### config.mk
export PLATFORM = sky130hd
export DESIGN_NAME = crc_checked_frame_receiver_flat
export DESIGN_NICKNAME = d
export VERILOG_FILES = /design/src/hdl/crcfr_pkg.sv /design/src/hdl/crcfr_cfg_if.sv /design/src/hdl/crcfr_in_if.sv /design/src/hdl/crcfr_out_if.sv /design/src/hdl/crc_checked_frame_receiver.sv /design/src/flat_wrapper.sv
export SDC_FILE = /design/constraint.sdc
export NUM_CORES = 1
export LEC_CHECK = 0
export ABC_CLOCK_PERIOD_IN_PS = 12200
export BUFFER_PORTS_ARGS = -buffer_cell sky130_fd_sc_hd__buf_4
export CELL_PAD_IN_SITES_DETAIL_PLACEMENT = 0
export CELL_PAD_IN_SITES_GLOBAL_PLACEMENT = 1
export CORE_MARGIN = 2
export CORE_UTILIZATION = 50
export DETAILED_ROUTE_END_ITERATION = 6
export HOLD_SLACK_MARGIN = 0.12
export PLACE_DENSITY_LB_ADDON = 0.12
export SLEW_MARGIN = 20
export SYNTH_ARGS = -nofsm -noshare
export SYNTH_HDL_FRONTEND = slang
export SYNTH_SLANG_ARGS = --single-unit
### constraint.sdc
create_clock -name i_clk -period 12.2 [get_ports i_clk]
set_input_delay 0.61 -clock i_clk [delete_from_list [all_inputs] [get_ports i_clk]]
set_output_delay 0.61 -clock i_clk [all_outputs]
set_load 0.005 [all_outputs]
### src/hdl/crcfr_pkg.sv
// Shared types, constants and the CRC byte update of the frame receiver.
// Depends on nothing; used by the receiver and its checker.
package crcfr_pkg;

    localparam int MaxPayloadDef = 256;
    localparam logic [15:0] TimeoutReset = 16'd1000;

    localparam logic [23:0] SyncHead = 24'hF09F92;
    localparam logic [7:0]  SyncTail = 8'hA5;

    localparam logic [15:0] CrcInit = 16'hFFFF;
    localparam logic [15:0] CrcPoly = 16'h1021;
    localparam logic [15:0] TickMax = 16'hFFFF;

    typedef enum logic [1:0] {
        ST_SYNC,
        ST_CRC,
        ST_LEN,
        ST_DATA
    } t_stage;

    typedef enum logic [1:0] {
        STATUS_GOOD,
        STATUS_CRC_ERR,
        STATUS_LEN_ERR,
        STATUS_TIMEOUT
    } t_status;

    typedef enum logic {
        OP_BYTE,
        OP_TICK
    } t_op;

    // CRC-16/CCITT-FALSE update over one byte, MSB first.
    function automatic logic [15:0] crc16_byte(input logic [15:0] crc_in,
                                               input logic [7:0]  data);
        logic [15:0] c;
        c = crc_in ^ {data, 8'h00};
        for (int i = 0; i < 8; i++) begin
            if (c[15]) begin
                c = {c[14:0], 1'b0} ^ CrcPoly;
            end else begin
                c = {c[14:0], 1'b0};
            end
        end
        return c;
    endfunction

endpackage

### src/hdl/crcfr_cfg_if.sv
// Configuration write channel: valid, ready and the timeout register value.
// Depends on nothing.
interface crcfr_cfg_if;
    logic        valid;
    logic        ready;
    logic [15:0] timeout_ticks;

    modport source (output valid, output timeout_ticks, input ready);
    modport sink (input valid, input timeout_ticks, output ready);
endinterface

### src/hdl/crcfr_in_if.sv
// Input channel: one received byte or one time tick per item.
// Depends on nothing.
interface crcfr_in_if;
    logic       valid;
    logic       ready;
    logic       operation;
    logic [7:0] rx_byte;

    modport source (output valid, output operation, output rx_byte, input ready);
    modport sink (input valid, input operation, input rx_byte, output ready);
endinterface

### src/hdl/crcfr_out_if.sv
// Result channel: payload byte, frame end marker, status and length.
// Depends on nothing.
interface crcfr_out_if;
    logic        valid;
    logic        ready;
    logic [7:0]  data_byte;
    logic        byte_valid;
    logic        frame_end;
    logic [1:0]  status;
    logic [15:0] frame_length;

    modport source (output valid, output data_byte, output byte_valid,
                    output frame_end, output status, output frame_length,
                    input ready);
    modport sink (input valid, input data_byte, input byte_valid,
                  input frame_end, input status, input frame_length,
                  output ready);
endinterface

### src/hdl/crc_checked_frame_receiver.sv
// Sync word, CRC and length deframer with a CRC-16/CCITT-FALSE payload check.
// Depends on crcfr_pkg and the interfaces crcfr_cfg_if, crcfr_in_if, crcfr_out_if.
//
//   channel   direction   carries
//   i_cfg     in          timeout_ticks register write
//   i_in      in          operation (byte or tick), rx_byte
//   o_out     out         data_byte, byte_valid, frame_end, status, frame_length
//
// One item is taken every cycle while the result register is not stalled; an item
// waits in the input register, and any result that it gives is loaded into the
// result register when the item moves on.
// The frame state update between those registers (one byte of CRC, a 16-bit
// compare or two) sets the clock limit. Reset is synchronous, active low, and
// returns the receiver to sync search with the timeout at 1000 ticks.
// A stalled result only holds back the pipeline; configuration is always taken.
module crc_checked_frame_receiver #(
    parameter int MAX_PAYLOAD = crcfr_pkg::MaxPayloadDef
) (
    input  logic         i_clk,
    input  logic         i_rst_n,
    crcfr_cfg_if.sink    i_cfg,
    crcfr_in_if.sink     i_in,
    crcfr_out_if.source  o_out
);
    import crcfr_pkg::*;

    localparam int CntNat = $clog2(MAX_PAYLOAD + 1);
    localparam int CntW   = (CntNat > 3) ? CntNat : 3;

    // Input register
    logic       r_in_valid;
    t_op        r_in_op;
    logic [7:0] r_in_byte;

    // Frame state
    t_stage            r_stage, n_stage;
    logic [23:0]       r_hdr, n_hdr;
    logic [CntW-1:0]   r_cnt, n_cnt;
    logic [15:0]       r_crc, n_crc;
    logic [15:0]       r_exp, n_exp;
    logic [15:0]       r_len, n_len;
    logic [15:0]       r_tick, n_tick;
    logic [15:0]       r_timeout;

    // Result register
    logic        r_out_valid, n_out_valid;
    logic [7:0]  r_data, n_data;
    logic        r_bvalid, n_bvalid;
    logic        r_fend, n_fend;
    t_status     r_status, n_status;
    logic [15:0] r_flen, n_flen;

    logic            w_adv;
    logic            w_fire;
    logic            w_is_tick;
    logic [15:0]     w_tick_sat;
    logic            w_timeout;
    logic [CntW-1:0] w_cnt_inc;
    logic [23:0]     w_hdr_shift;
    logic [15:0]     w_field;
    logic            w_sync_ok;
    logic            w_sync_done;
    logic            w_two_done;
    logic [15:0]     w_crc_new;
    logic            w_len_bad;
    logic            w_last;

    assign i_cfg.ready = 1'b1;

    assign w_adv      = !r_out_valid || o_out.ready;
    assign w_fire     = r_in_valid && w_adv;
    assign i_in.ready = !r_in_valid || w_adv;

    assign w_is_tick   = (r_in_op == OP_TICK);
    assign w_tick_sat  = (r_tick == TickMax) ? r_tick : r_tick + 16'd1;
    assign w_timeout   = (w_tick_sat >= r_timeout);
    assign w_cnt_inc   = r_cnt + CntW'(1);
    assign w_hdr_shift = {r_hdr[15:0], r_in_byte};
    // Two-byte fields arrive low byte first.
    assign w_field     = {w_hdr_shift[7:0], w_hdr_shift[15:8]};
    assign w_sync_ok   = (r_hdr == SyncHead) && (r_in_byte == SyncTail);
    assign w_sync_done = (w_cnt_inc == CntW'(4));
    assign w_two_done  = (w_cnt_inc == CntW'(2));
    assign w_crc_new   = crc16_byte(r_crc, r_in_byte);
    assign w_len_bad   = (w_field == 16'd0) || (32'(w_field) > 32'(MAX_PAYLOAD));
    assign w_last      = !(32'(w_cnt_inc) < 32'(r_len));

    // Next stage
    always_comb begin
        n_stage = r_stage;
        if (w_fire) begin
            if (w_is_tick) begin
                if (w_timeout) begin
                    n_stage = ST_SYNC;
                end
            end else begin
                unique case (r_stage)
                    ST_SYNC: begin
                        if (w_sync_done && w_sync_ok) begin
                            n_stage = ST_CRC;
                        end
                    end
                    ST_CRC: begin
                        if (w_two_done) begin
                            n_stage = ST_LEN;
                        end
                    end
                    ST_LEN: begin
                        if (w_two_done) begin
                            n_stage = w_len_bad ? ST_SYNC : ST_DATA;
                        end
                    end
                    ST_DATA: begin
                        if (w_last) begin
                            n_stage = ST_SYNC;
                        end
                    end
                endcase
            end
        end
    end

    // Datapath and results
    always_comb begin
        n_hdr       = r_hdr;
        n_cnt       = r_cnt;
        n_crc       = r_crc;
        n_exp       = r_exp;
        n_len       = r_len;
        n_tick      = r_tick;
        n_out_valid = r_out_valid && !o_out.ready;
        n_data      = r_data;
        n_bvalid    = r_bvalid;
        n_fend      = r_fend;
        n_status    = r_status;
        n_flen      = r_flen;
        if (w_fire) begin
            if (w_is_tick) begin
                n_tick = w_tick_sat;
                if (w_timeout) begin
                    n_hdr  = '0;
                    n_cnt  = '0;
                    n_tick = '0;
                    n_crc  = CrcInit;
                    n_exp  = '0;
                    n_len  = '0;
                    // A timeout before the sync word is found drops silently.
                    if (r_stage != ST_SYNC) begin
                        n_out_valid = 1'b1;
                        n_data      = '0;
                        n_bvalid    = 1'b0;
                        n_fend      = 1'b1;
                        n_status    = STATUS_TIMEOUT;
                        n_flen      = r_len;
                    end
                end
            end else begin
                unique case (r_stage)
                    ST_SYNC: begin
                        n_cnt = w_cnt_inc;
                        n_hdr = w_hdr_shift;
                        if (w_sync_done) begin
                            n_hdr  = '0;
                            n_cnt  = '0;
                            n_tick = '0;
                            n_crc  = CrcInit;
                            n_exp  = '0;
                            n_len  = '0;
                        end
                    end
                    ST_CRC: begin
                        n_hdr = w_hdr_shift;
                        n_cnt = w_cnt_inc;
                        if (w_two_done) begin
                            n_exp  = w_field;
                            n_hdr  = '0;
                            n_cnt  = '0;
                            n_tick = '0;
                        end
                    end
                    ST_LEN: begin
                        n_hdr = w_hdr_shift;
                        n_cnt = w_cnt_inc;
                        if (w_two_done) begin
                            n_hdr  = '0;
                            n_cnt  = '0;
                            n_tick = '0;
                            n_crc  = CrcInit;
                            if (w_len_bad) begin
                                n_exp       = '0;
                                n_len       = '0;
                                n_out_valid = 1'b1;
                                n_data      = '0;
                                n_bvalid    = 1'b0;
                                n_fend      = 1'b1;
                                n_status    = STATUS_LEN_ERR;
                                n_flen      = w_field;
                            end else begin
                                n_len = w_field;
                            end
                        end
                    end
                    ST_DATA: begin
                        n_crc       = w_crc_new;
                        n_cnt       = w_cnt_inc;
                        n_out_valid = 1'b1;
                        n_data      = r_in_byte;
                        n_bvalid    = 1'b1;
                        n_fend      = w_last;
                        n_flen      = r_len;
                        n_status    = STATUS_GOOD;
                        if (w_last) begin
                            if (w_crc_new != r_exp) begin
                                n_status = STATUS_CRC_ERR;
                            end
                            n_hdr  = '0;
                            n_cnt  = '0;
                            n_tick = '0;
                            n_crc  = CrcInit;
                            n_exp  = '0;
                            n_len  = '0;
                        end
                    end
                endcase
            end
        end
    end

    always_ff @(posedge i_clk) begin
        if (!i_rst_n) begin
            r_in_valid  <= 1'b0;
            r_out_valid <= 1'b0;
            r_stage     <= ST_SYNC;
            r_hdr       <= '0;
            r_cnt       <= '0;
            r_crc       <= CrcInit;
            r_exp       <= '0;
            r_len       <= '0;
            r_tick      <= '0;
            r_timeout   <= TimeoutReset;
        end else begin
            if (i_in.ready) begin
                r_in_valid <= i_in.valid;
            end
            r_out_valid <= n_out_valid;
            r_stage     <= n_stage;
            r_hdr       <= n_hdr;
            r_cnt       <= n_cnt;
            r_crc       <= n_crc;
            r_exp       <= n_exp;
            r_len       <= n_len;
            r_tick      <= n_tick;
            if (i_cfg.valid) begin
                r_timeout <= i_cfg.timeout_ticks;
            end
        end
    end

    always_ff @(posedge i_clk) begin
        if (i_in.valid && i_in.ready) begin
            r_in_op   <= t_op'(i_in.operation);
            r_in_byte <= i_in.rx_byte;
        end
        r_data   <= n_data;
        r_bvalid <= n_bvalid;
        r_fend   <= n_fend;
        r_status <= n_status;
        r_flen   <= n_flen;
    end

    assign o_out.valid        = r_out_valid;
    assign o_out.data_byte    = r_data;
    assign o_out.byte_valid   = r_bvalid;
    assign o_out.frame_end    = r_fend;
    assign o_out.status       = r_status;
    assign o_out.frame_length = r_flen;

endmodule

### src/flat_wrapper.sv
// flat-port wrapper written by rule: the top's interface ports become plain ports
module crc_checked_frame_receiver_flat import crcfr_pkg::*;
#(
    parameter int MAX_PAYLOAD = crcfr_pkg::MaxPayloadDef
)
  (i_clk, i_rst_n, i_cfg_valid, i_cfg_timeout_ticks, i_cfg_ready, i_in_valid, i_in_operation, i_in_rx_byte, i_in_ready, o_out_valid, o_out_data_byte, o_out_byte_valid, o_out_frame_end, o_out_status, o_out_frame_length, o_out_ready);
  crcfr_cfg_if i_cfg_i ();
  crcfr_in_if i_in_i ();
  crcfr_out_if o_out_i ();
  input  logic i_clk;
  input  logic i_rst_n;
  input wire logic [$bits(i_cfg_i.valid)-1:0] i_cfg_valid;
  input wire logic [$bits(i_cfg_i.timeout_ticks)-1:0] i_cfg_timeout_ticks;
  output wire logic [$bits(i_cfg_i.ready)-1:0] i_cfg_ready;
  input wire logic [$bits(i_in_i.valid)-1:0] i_in_valid;
  input wire logic [$bits(i_in_i.operation)-1:0] i_in_operation;
  input wire logic [$bits(i_in_i.rx_byte)-1:0] i_in_rx_byte;
  output wire logic [$bits(i_in_i.ready)-1:0] i_in_ready;
  output wire logic [$bits(o_out_i.valid)-1:0] o_out_valid;
  output wire logic [$bits(o_out_i.data_byte)-1:0] o_out_data_byte;
  output wire logic [$bits(o_out_i.byte_valid)-1:0] o_out_byte_valid;
  output wire logic [$bits(o_out_i.frame_end)-1:0] o_out_frame_end;
  output wire logic [$bits(o_out_i.status)-1:0] o_out_status;
  output wire logic [$bits(o_out_i.frame_length)-1:0] o_out_frame_length;
  input wire logic [$bits(o_out_i.ready)-1:0] o_out_ready;
  assign i_cfg_i.valid = i_cfg_valid;
  assign i_cfg_i.timeout_ticks = i_cfg_timeout_ticks;
  assign i_cfg_ready = i_cfg_i.ready;
  assign i_in_i.valid = i_in_valid;
  assign i_in_i.operation = i_in_operation;
  assign i_in_i.rx_byte = i_in_rx_byte;
  assign i_in_ready = i_in_i.ready;
  assign o_out_valid = o_out_i.valid;
  assign o_out_data_byte = o_out_i.data_byte;
  assign o_out_byte_valid = o_out_i.byte_valid;
  assign o_out_frame_end = o_out_i.frame_end;
  assign o_out_status = o_out_i.status;
  assign o_out_frame_length = o_out_i.frame_length;
  assign o_out_i.ready = o_out_ready;
  crc_checked_frame_receiver #(.MAX_PAYLOAD(MAX_PAYLOAD)) u_core (.i_clk(i_clk), .i_rst_n(i_rst_n), .i_cfg(i_cfg_i), .i_in(i_in_i), .o_out(o_out_i));
endmodule
==> flow_summary.yaml <==
setup_path:
  startpoint_type: "flop"
  crit_required_ps: 12540
  endpoint_kind: "flop"
  cp_max_fo: 27
  critPathArrivalTime_ps: 5430
  timing.rr.start: "u_core.r_tick[0]"
  worst-setup-path-type: "reg -> reg"
  critPathLaunch: "u_core.r_tick[0]"
run_status:
  outcome: "completed"
cts:
  cts_tree: "built"
  clockBufferDepth: 2
  post_cts_buffers: 0
  cts.hold.buffers_added: 0
  clk-insertion-delay-late_ps: 430
  clkTransAtPathRegs_ps: 70
  cts_resized: 0
  cts_sinks: 154
  cts_buffers: 17
  htree_levels: 4
  cts_root_buf: "clkbuf_16"
yosys:
  avgSynthCellArea_sq_um: 9.24
  yosys_warnings: 0
  synth_cell_types: 74
  synth_top_cell_area_share_pct: 29.6
  async_flop_share_pct: 0
  ys_seq_area_share_pct: 43.7
  syn-num-nets: 918
  yosysTopAreaCell: "dfxtp_1"
  synth_edf_count: 37
  synth.area.top_cells: "dfxtp_1 30%, edfxtp_1 14%, nand2_1 6.0%"
  ys_ff_latch: 154
  syn_inst: 856
  synthFlopType: "dfxtp_1"
  synthesis.area_sq_um: 7910
die:
  die-width_microns: 130
  core_sq_um: 15300
  rows: 45
  initial_utilization_pct: 51.7
  fp.dieArea_sq_um: 16800
  fp.dieH_microns: 130
  pin_count: 61
route:
  finalWirelength_microns: 19900
  drtIter0Drc: 435
  first_pass_iters: 5
  via_per_inst: 5.79
  drtAntennaViolNets: 0
  drc: 0
  wire_per_inst_microns: 17.9
  vias: 6450
global_routing:
  antenna_found_initial: 0
  grt-ovfl-total: 0
  grt_pass1_vias: 6196
  grt_pass1_wl_microns: 31800
  grt_max_degree: 73
  grtUsageTotal_pct: 24.4
placement:
  placedInstanceArea_sq_um: 8430
  detailed_place_hpwl_microns: 13900
  io_buffers: 59
  place_inst: 1082
  gp_congestion: 0.884
finish:
  final_util_pct: 59.2
  fin_area_sq_um: 9070
  drive_gt1_share_pct: 14.3
  syn_to_final_growth_pct: 14.6
  final_common_cell: "nand2_1"
  nets: 952
  antennaDiodeCount: 0
  layout_common_cells: "126 x nand2_1, 117 x dfxtp_1, 66 x buf_4"
  fill_cells: 1345
  fin_cells: 1114
sta:
  fmax_mhz: 197
  fin_setup_tns_ps: 0
  skew_ps: 10.3
  hold_viol: 0
  layout_worst_path_cycle_share_pct: 41.7
  setup_viol: 0
  relSlewSlack_pct: 29.6
  whs_ps: 358
  drv_slew: 0
  final_period_minus_worst_setup_slack_ps: 5080
  rsz0062_at_grt: "no"
  worst_pin_slew_ps: 1050
min_path:
  hold_path.class: "in -> reg"
  hp-start: "i_in_operation"
job:
  max_cap_violations: 0
power:
  p_leak_nw: 3.51
  irDropWorstVdd_uv: 100
  p_per_area_nw_per_um2: 129
## power breakdown
part | switching [mW] | internal [mW] | total (mW)
Sequential | 0.00973 | 0.528 | 0.537
Clock | 0.229 | 0.333 | 0.561
Combinational | 0.0455 | 0.0273 | 0.0729
## cell type report
class                           count  area [sq um]  area share, %
Multi-Input combinational cell    613          4090           45.1
Sequential cell                   154          3450           38.1
Timing Repair Buffer               66           495           5.46
Clock buffer                       18           439           4.84
Tap cell                          211           264           2.91
Clock inverter                     14           188           2.07
Inverter                           38           143           1.57
## critical path, cell delays in order (launching register included)
cell       delay, ps
dfxtp_1          420
ha_1             240
nand2_1          100
nor4_1           350
nor3b_1          360
nand2b_1         230
mux2_1           380
ha_1             290
a211oi_1          70
o211ai_1         310
a2111oi_4        110
buf_4            230
nor3_4           880
nand3b_2         640
mux2i_1          370
## cells by family (layout without fill, tap and decap cells)
family / Yosys count / after routing / synth area share (%)
AND/OR/NAND/NOR: 309 / 309 / 19.5
AO/OA/AOI/OAI: 168 / 168 / 14.5
flip-flops: 154 / 154 / 43.7
buffers and inverters: 89 / 136 / 4.89
XOR/XNOR: 56 / 56 / 6.20
multiplexers: 47 / 47 / 6.14
adder cells (fa/ha/maj): 32 / 32 / 5.06
other: 1 / 1 / 0.0474
## synthesized netlist by cell type, drive strengths merged, types with 20 or more instances
| cell type | count |
|---|---|
| a21oi | 35 |
| clkbuf | 36 |
| dfxtp | 117 |
| edfxtp | 37 |
| ha | 32 |
| inv | 38 |
| mux2i | 35 |
| nand2 | 127 |
| nand3 | 30 |
| nor2 | 37 |
| o21ai | 33 |
| o22ai | 28 |
| xnor2 | 36 |
| xor2 | 20 |
## final timing paths
path | end | slack [ps] | cells after the start
max | u_core.r_exp[3] | 7120 | 14
min reg2reg | u_core.r_len[3] | 460 | 2
max reg2reg | u_core.r_exp[3] | 7120 | 14
min | u_core.r_in_op | 360 | 1
## state kept, by name, summed over array words and instances (netlist names), 8 cells and up
| signal | count |
|---|---|
| u_core.r_crc | 16 |
| u_core.r_timeout | 16 |
| u_core.r_len | 16 |
| u_core.r_in_byte | 8 |
| u_core.o_out.data_byte | 8 |
| u_core.r_exp | 16 |
| u_core.r_hdr | 24 |
| u_core.o_out.frame_length | 16 |
| u_core.r_cnt | 9 |
| u_core.r_tick | 16 |
## routing by layer
metal  track usage, %  vias up  part of all wire (%)
met3             5.08       29                   5.6
met2             41.0      201                    48
met5                0        -                     0
met4             7.84        0                   1.7
li1                 -     3130                     -
met1             31.7     3090                    45
## metrics by stage
step / setup slack (ps) / power (mW)
6_report: 7120 / 1.17
5_1_grt: 6780 / 1.21
4_1_cts: 7190 / 1.18
3_5_place_dp: 7210 / 0.620
3_3_place_gp: 7420 / 0.619
2_1_floorplan: 7500 / 0.595
Power figures use the tool's default switching activity.
